==> src/hw/rtl/pnc_pkg.sv <==
package pnc_pkg;

  localparam int unsigned PaletteSize = 16;
  localparam int unsigned IdxW        = 4;
  localparam int unsigned NumSlots    = 2 ** IdxW;
  localparam int unsigned NumRegs     = (NumSlots + 1) / 2;
  localparam int unsigned RegIdxW     = $clog2(NumRegs);
  localparam int unsigned RegW        = 32;
  localparam int unsigned ColorW      = 16;
  localparam int unsigned CompW       = 8;
  localparam int unsigned DistW       = 10;

  typedef logic [ColorW-1:0] color_t;
  typedef logic [CompW-1:0]  comp_t;
  typedef logic [DistW-1:0]  dist_t;
  typedef logic [IdxW-1:0]   idx_t;
  typedef logic [RegW-1:0]   reg_t;

  typedef struct packed {
    dist_t cost;
    idx_t  idx;
  } cand_t;

  localparam dist_t DistPad = '1;

  localparam reg_t PalReset [NumRegs] = '{
    32'hFFFF0000, 32'hF8008410, 32'h001F07E0, 32'h07FFFFE0,
    32'h8000F81F, 32'h00100400, 32'h000739E7, 32'h00000000
  };

  function automatic comp_t comp_r(color_t c);
    return {c[15:11], 3'b000};
  endfunction

  function automatic comp_t comp_g(color_t c);
    return {c[10:5], 2'b00};
  endfunction

  function automatic comp_t comp_b(color_t c);
    return {c[4:0], 3'b000};
  endfunction

  function automatic comp_t absdiff(comp_t a, comp_t b);
    return (a > b) ? comp_t'(a - b) : comp_t'(b - a);
  endfunction

  function automatic dist_t manhattan(color_t p, color_t e);
    return dist_t'(absdiff(comp_r(p), comp_r(e)))
         + dist_t'(absdiff(comp_g(p), comp_g(e)))
         + dist_t'(absdiff(comp_b(p), comp_b(e)));
  endfunction

  // lower index wins a tie: a always carries the lower index
  function automatic cand_t pick(cand_t a, cand_t b);
    return (b.cost < a.cost) ? b : a;
  endfunction

endpackage

==> src/hw/rtl/palette_nearest_color_packer_top.sv <==
// Maps each pair of RGB565 pixels to the nearest colors of a 16-entry RGB565 palette
// by Manhattan distance over 8-bit widened components (lowest index wins a tie) and
// returns one byte per item: first pixel's index in bits 7..4, second's in bits 3..0.
// One item is taken every cycle while the output is drained; each item is registered first
// in the 16 distance lanes, then in the mid and final levels of the registered minimum
// tree. A stalled output holds the whole pipeline. The palette sits in eight
// 32-bit registers, entry 2k in the low half of register k; write them while idle.
module palette_nearest_color_packer_top (
  input  logic                    clk_i,
  input  logic                    rst_ni,
  input  logic                    s_axis_tvalid,
  output logic                    s_axis_tready,
  input  logic [31:0]             s_axis_tdata,  // first_pixel, second_pixel
  output logic                    m_axis_tvalid,
  input  logic                    m_axis_tready,
  output logic [7:0]              m_axis_tdata,  // packed_indices
  input  logic                    cfg_we_i,
  input  logic [pnc_pkg::RegIdxW-1:0] cfg_idx_i,
  input  pnc_pkg::reg_t           cfg_wdata_i
);
  import pnc_pkg::*;

  localparam int unsigned Stages = 3;

  reg_t             pal_q [NumRegs];
  logic [Stages-1:0] vld_q, vld_d;
  logic             adv;
  color_t           pix_a, pix_b;
  dist_t            dist_a [NumSlots];
  dist_t            dist_b [NumSlots];
  idx_t             idx_a, idx_b;

  always_ff @(posedge clk_i or negedge rst_ni) begin
    if (!rst_ni) begin
      pal_q <= PalReset;
    end else if (cfg_we_i) begin
      pal_q[cfg_idx_i] <= cfg_wdata_i;
    end
  end

  assign adv   = !vld_q[Stages-1] || m_axis_tready;
  assign vld_d = {vld_q[Stages-2:0], s_axis_tvalid};

  always_ff @(posedge clk_i or negedge rst_ni) begin
    if (!rst_ni) begin
      vld_q <= '0;
    end else if (adv) begin
      vld_q <= vld_d;
    end
  end

  assign pix_a = s_axis_tdata[ColorW-1:0];
  assign pix_b = s_axis_tdata[2*ColorW-1:ColorW];

  for (genvar i = 0; i < NumSlots; i++) begin : g_lane
    if (i < PaletteSize) begin : g_used
      pnc_lane u_lane (
        .clk_i    (clk_i),
        .en_i     (adv),
        .pix_a_i  (pix_a),
        .pix_b_i  (pix_b),
        .entry_i  (pal_q[i/2][(i%2)*ColorW +: ColorW]),
        .dist_a_o (dist_a[i]),
        .dist_b_o (dist_b[i])
      );
    end else begin : g_pad
      assign dist_a[i] = DistPad;
      assign dist_b[i] = DistPad;
    end
  end

  pnc_merge u_merge_a (
    .clk_i  (clk_i),
    .en_i   (adv),
    .dist_i (dist_a),
    .idx_o  (idx_a)
  );

  pnc_merge u_merge_b (
    .clk_i  (clk_i),
    .en_i   (adv),
    .dist_i (dist_b),
    .idx_o  (idx_b)
  );

  assign s_axis_tready = adv;
  assign m_axis_tvalid = vld_q[Stages-1];
  assign m_axis_tdata  = {idx_a, idx_b};

endmodule

==> src/hw/rtl/pnc_lane.sv <==
module pnc_lane (
  input  logic            clk_i,
  input  logic            en_i,
  input  pnc_pkg::color_t pix_a_i,
  input  pnc_pkg::color_t pix_b_i,
  input  pnc_pkg::color_t entry_i,
  output pnc_pkg::dist_t  dist_a_o,
  output pnc_pkg::dist_t  dist_b_o
);
  import pnc_pkg::*;

  dist_t dist_a_q, dist_a_d;
  dist_t dist_b_q, dist_b_d;

  assign dist_a_d = manhattan(pix_a_i, entry_i);
  assign dist_b_d = manhattan(pix_b_i, entry_i);

  always_ff @(posedge clk_i) begin
    if (en_i) begin
      dist_a_q <= dist_a_d;
      dist_b_q <= dist_b_d;
    end
  end

  assign dist_a_o = dist_a_q;
  assign dist_b_o = dist_b_q;

endmodule

==> src/hw/rtl/pnc_merge.sv <==
module pnc_merge (
  input  logic           clk_i,
  input  logic           en_i,
  input  pnc_pkg::dist_t dist_i [pnc_pkg::NumSlots],
  output pnc_pkg::idx_t  idx_o
);
  import pnc_pkg::*;

  localparam int unsigned NumMid = NumSlots / 4;

  cand_t mid_q [NumMid];
  cand_t mid_d [NumMid];
  idx_t  idx_q, idx_d;

  always_comb begin
    cand_t c0, c1, c2, c3;
    for (int m = 0; m < NumMid; m++) begin
      c0 = '{cost: dist_i[4*m],   idx: idx_t'(4*m)};
      c1 = '{cost: dist_i[4*m+1], idx: idx_t'(4*m+1)};
      c2 = '{cost: dist_i[4*m+2], idx: idx_t'(4*m+2)};
      c3 = '{cost: dist_i[4*m+3], idx: idx_t'(4*m+3)};
      mid_d[m] = pick(pick(c0, c1), pick(c2, c3));
    end
  end

  always_comb begin
    cand_t best;
    best = mid_q[0];
    for (int m = 1; m < NumMid; m++) begin
      best = pick(best, mid_q[m]);
    end
    idx_d = best.idx;
  end

  always_ff @(posedge clk_i) begin
    if (en_i) begin
      mid_q <= mid_d;
      idx_q <= idx_d;
    end
  end

  assign idx_o = idx_q;

endmodule

==> config.mk <==
export PLATFORM = sky130hd
export DESIGN_NAME = palette_nearest_color_packer_top
export DESIGN_NICKNAME = d
export VERILOG_FILES = /design/src/hw/rtl/pnc_pkg.sv /design/src/hw/rtl/palette_nearest_color_packer_top.sv /design/src/hw/rtl/pnc_lane.sv /design/src/hw/rtl/pnc_merge.sv
export SDC_FILE = /design/constraint.sdc
export NUM_CORES = 2
export LEC_CHECK = 0
export BUFFER_PORTS_ARGS = -buffer_cell sky130_fd_sc_hd__buf_2
export CAP_MARGIN = 20
export CORE_MARGIN = 8
export CORE_UTILIZATION = 40
export DETAILED_ROUTE_END_ITERATION = 16
export MAX_ROUTING_LAYER = met4
export PLACE_DENSITY = 0.56
export SLEW_MARGIN = 10
export SYNTH_ARGS = -nofsm -noshare
export SYNTH_HDL_FRONTEND = slang
export SYNTH_SLANG_ARGS = --single-unit
==> constraint.sdc <==
create_clock -name clk_i -period 9.94 [get_ports clk_i]
set_clock_uncertainty 0.2 [all_clocks]
set_input_delay 0.497 -clock clk_i [delete_from_list [all_inputs] [get_ports clk_i]]
set_output_delay 0.497 -clock clk_i [all_outputs]
set_load 0.005 [all_outputs]
# Yosys cells after proc, flatten, opt, wreduce, memory -nomap -nowiden
# Index checks and enable logic that the tools add are counted.
# totals
in_bits	72
wordCells	576
reg_bits	699
out_inout_bits	10
# op_classes
reduce_logical	3
bitwise_logic	1
order_cmp	128
mux	129
addsub	256
# ops
op	count
subtractor 8 bit	192
> comparator 8 bit	96
2-to-1 mux 8 bit	96
2-to-1 mux 14 bit	28
adder 10 x 8 -> 10 bit	32
< comparator 10 bit	30
adder 8 x 8 -> 9 bit	32
bitwise mux 256 bit	1
demux 32 bit (select 3 bit)	1
2-to-1 mux 32 bit	1
2-to-1 mux 4 bit	2
greater-or-equal comparator 4 bit (second input constant)	1
< comparator 4 x 1 -> 1 bit (second input constant)	1
inverter 3 -> 4 bit	1
logical AND 1 bit	1
logical NOT 1 bit	1
logical OR 1 bit	1

# Longest topological paths before layout
# depth
depth_word	6
depth_mapped	23
depth_no_buf	22

# By module
# A second synthesis with hierarchy kept.
# hier_totals
cells_unflattened	7864
area_unflattened_um2	78785.6
# by_module_without_submodules
module	cells_per_inst	area_per_inst_um2	seq_area_each_um2	instances
pnc_lane at g_lane[13].g_used.u_lane ...	357	3434.5	480.5	8
pnc_merge	791	7089.3	1561.5	2
pnc_lane at g_lane[0].g_used.u_lane ...	358	3415.8	480.5	4
pnc_lane at g_lane[2].g_used.u_lane ...	359	3412.0	480.5	4
palette_nearest_color_packer_top	558	9819.4	6585.1	1

# Worst setup path before layout
# No wires, ideal clock.
# synth_path
kind	input to register
from	input port m_axis_tready
to	register vld_q[0]
slack_ns	-0.376
arrival_ns	10.007
n_path_buf	0
setup_ns	0.110
required_time_ns	9.630
cell_stages	2
path_cell_list	nand2b_1 mux2_2
# synth_via
elab_chain_cells	1
# synth_lines
item	line	rtl
from (decl)	palette_nearest_color_packer_top.sv:15	input logic m_axis_tready,
logical OR 1 bit	palette_nearest_color_packer_top.sv:41	assign adv = !vld_q[Stages-1] || m_axis_tready;
to (signal assigned)	palette_nearest_color_packer_top.sv:48	vld_q <= vld_d;
to (decl)	palette_nearest_color_packer_top.sv:26	logic [Stages-1:0] vld_q, vld_d;
# Every way passes these cells.
# A chain may end at the register's enable or synchronous reset.

# Worst setup path after layout
# layout_path
from	register u_merge_a.mid_q[34] (netlist bit)
to	register u_merge_a.idx_q[0], in the netlist u_merge_a.idx_o[0] (data pin)
# layout_via
elab_chain_cells	6
# layout_lines
item	line	rtl
from (decl)	pnc_merge.sv:11	cand_t mid_q [NumMid];
from (signal assigned)	pnc_merge.sv:37	mid_q <= mid_d;
< comparator 10 bit	pnc_pkg.sv:55	return (b.cost < a.cost) ? b : a;
2-to-1 mux 14 bit (*)	pnc_pkg.sv:55	
< comparator 10 bit	pnc_pkg.sv:55	
2-to-1 mux 14 bit (*)	pnc_pkg.sv:55	
< comparator 10 bit	pnc_pkg.sv:55	
2-to-1 mux 4 bit (*)	pnc_pkg.sv:55	
via u_merge_a.idx_d[0]	pnc_merge.sv:13	idx_t idx_q, idx_d;
to (signal assigned)	pnc_merge.sv:38	idx_q <= idx_d;
to (decl)	pnc_merge.sv:13	
# Mark *: on every way through the listed nets, which the timed path passes. The rest lies on a longest branch.

==> flow_summary.yaml <==
sta:
  report.final.slew_viol_count: 0
  finalSetupViolCount: 0
  worst_pin_slew_ps: 1230
  fin_crit_sh_pct: 60.7
  fmax_ghz: 0.166
  max-slew-margin-rel_pct: 17.4
  hold_violations: 0
  fin_setup_tns_ps: 0
  min_period_ps: 6040
  rsz0062_at_grt: "no"
layout:
  finalNetCount: 9950
  drive_gt1_share_pct: 6.95
  fillers: 18230
  layout_commonest_cell: "ha_1"
  final_cells: 10747
  area_delta_synth_final_pct: 9.25
  layout_common_cells: "ha_1, inv_1, a21oi_1"
worst_setup_path:
  crit_start: "u_merge_a.mid_q[34]"
  reg2reg_slack_ps: 3900
  rr_startpoint: "u_merge_a.mid_q[34]"
  cpPeakStageDelay_ps: 660
  worstSetupEndpoint: "u_merge_a.idx_o[0]"
  start_kind: "register"
  criticalPathCategory: "reg2reg"
  end_kind: "register"
  crit_path_frequent_cell: "a21o_1"
  critPathArrivalTime_ps: 6300
  crit_chain: "nand2b_1 > a2111o_1 > and3b_1 > nor2_2 > mux2i_1 > ha_1 > o21ai_0 > a21o_1 > o21a_1 > a31oi_2 > nand2_1 > o21ai_1 > ha_1 > a21o_1 > a21o_1 > a2111oi_4 > mux2_2"
  r2r_cells: 17
  path_max_fanout: 17
  crit_slowest_cell: "a31oi_2"
  r2r-end: "u_merge_a.idx_o[0]"
  required_ps: 10200
logic_synthesis:
  synth_cells: 8004
  ys_warn_count: 0
  synthArstFlopShare_pct: 43.0
  ys_top_cells_by_area: "ha_1, edfxtp_1, fa_1"
  yosysSeqAreaShare_pct: 22.4
  synth_edf_count: 344
  syn-cell-area_um2: 75500
  synth_top_area_share_pct: 24.1
  ys_ff_latch: 603
  synth_flop_cell: "edfxtp_1"
  syn_avg_cell_area_um2: 9.44
  syn-num-nets: 9790
  synth.largest_area_cell: "ha_1"
  synthDistinctLibCells: 71
placed_design:
  dp_hpwl_mm: 207
  dp.cells: 10557
  port_buffers: 81
  gp_congestion: 0.981
clock_tree:
  cts_tree: "yes"
  post_cts_buffers: 0
  cts_buffers: 84
  clock_latency_ps: 740
  root_buffer: "clkbuf_16"
  clockBufferDepth: 3
  cts.repair.resized: 0
  cts_max_level: 3
  cts.sinks: 603
  clkSlewWorstSetupHoldPaths_ps: 60
die:
  die_h_um: 451
  start_util_pct: 40.2
  dieArea_um2: 203000
  core.rowCount: 159
  core_area_um2: 188000
  io_pins: 82
  die_w_um: 451
grt:
  gr-total-overflow: 0
  grt_pass1_wl_mm: 388
  grt_pass1_vias: 58386
  antenna_found_initial: 30
  grt_max_degree: 135
  grt_use_total_pct: 26.3
routing:
  vias: 60052
  routed_wl_mm: 268
  viasPerCell: 5.59
  routedWlPerCell_um: 24.9
  drtPass1Iterations: 6
  ant_nets: 0
  remaining_drc_errors: 0
  drt_iter0_drc: 4914
job:
  cap_violations: 0
hold_path:
  hold_class: "in2reg"
run_status:
  outcome: "completed"
[metal layers]
layer | vias to the layer above | routed length (um) | GRT usage [%]
li1 | 28393 | - | -
met1 | 29219 | 122000 | 36.0
met2 | 2025 | 115000 | 39.3
met3 | 415 | 20100 | 4.33
met4 | 0 | 10600 | 9.00
met5 | - | 0 | -
[flip-flops by register name (all words and copies together) (netlist names)]
| name | cells |
|---|---|
| g_lane.g_used.u_lane.dist_b_o | 128 |
| u_merge_a.idx_o | 4 |
| vld_q | 3 |
| pal_q | 256 |
| u_merge_b.idx_o | 4 |
| g_lane.g_used.u_lane.dist_a_o | 128 |
| u_merge_a.mid_q | 40 |
| u_merge_b.mid_q | 40 |
[worst max-delay path: cells and delay by family, from the launching register on]
family	cells	cell delay [ps]
flip-flops	1	490
adder cells (fa/ha/maj)	2	510
multiplexers	2	800
AO/OA/AOI/OAI	9	2630
AND/OR/NAND/NOR	4	1150
[what timing repair did]
item                       4_1_cts  5_1_grt
hold endpoints to repair        78        0
hold buffers                    16        0
setup endpoints to repair        0        0
[final cells by class]
| type | instances | area [um^2] | share of cell area (%) |
|---|---|---|---|
| multi-input combinational | 5999 | 53400 | 64.7 |
| inverter | 1301 | 4880 | 5.92 |
| timing repair buffer | 175 | 1190 | 1.44 |
| clock inverter | 56 | 738 | 0.894 |
| antenna | 16 | 40.0 | 0.0485 |
| clock buffer | 102 | 2280 | 2.77 |
| sequential | 603 | 16900 | 20.5 |
| tap | 2495 | 3120 | 3.78 |
[worst min-delay path by stage]
stage | from | slack [ps] | end | depth (start not counted)
after floorplan | rst_ni | 1 | pal_q[0] | 0
after global placement | vld_q[1] | 240 | vld_q[2] | 1
after detailed placement | vld_q[1] | 260 | vld_q[2] | 1
after CTS | cfg_wdata_i[28] | 30 | pal_q[252] | 3
after global routing | cfg_wdata_i[18] | 70 | pal_q[178] | 3
final | cfg_wdata_i[29] | 80 | pal_q[253] | 3
[cell usage after synthesis (all sizes together) (22+ instances only)]
cell	n
o31ai	36
a311oi	32
nand2b	35
o31a	32
mux2i	331
xnor2	312
a211oi	90
nand2	455
mux2	347
inv	1301
a31oi	95
ha	1458
o21ai	348
and3	62
clkbuf	82
nor3	54
o22ai	35
a21o	287
and2	90
o211ai	90
xor2	172
nor2b	92
dfstp	83
dfrtp	176
a21oi	530
o21bai	115
nand4	84
nand3	22
edfxtp	344
a21boi	98
nor2	230
o21a	38
nor4bb	27
o22a	41
fa	256
[through the flow]
step                utilization [%]  setup slack, ps  instance area (um^2)  hold slack (ps)
finish                         44.0             3900                 82500             80.8
global route                   43.9             3600                 82500             67.4
global placement               42.2             3710                 79300              244
detailed placement             42.2             3610                 79300              261
CTS                            43.9             3940                 82500             25.6
floorplan                         -             4070                 75600             1.41
[logic make-up (layout without fill, tap and decap cells)]
| family | count (synthesis) | in the layout | share of synthesized area [%] |
|---|---|---|---|
| DFF | 603 | 603 | 22.4 |
| and+or+nand+nor | 1173 | 1173 | 7.49 |
| buffers and inverters | 1402 | 1634 | 7.02 |
| other | 0 | 16 | 0 |
| AOI/OAI and AO/OA | 1950 | 1950 | 17.0 |
| muxes | 678 | 678 | 9.56 |
| xor gates and xnor gates | 484 | 484 | 5.61 |
| adders and majority gates | 1714 | 1714 | 30.9 |
Power is not shown: default switching activity piles up to over one toggle a cycle in this logic, so the estimate is an artifact.
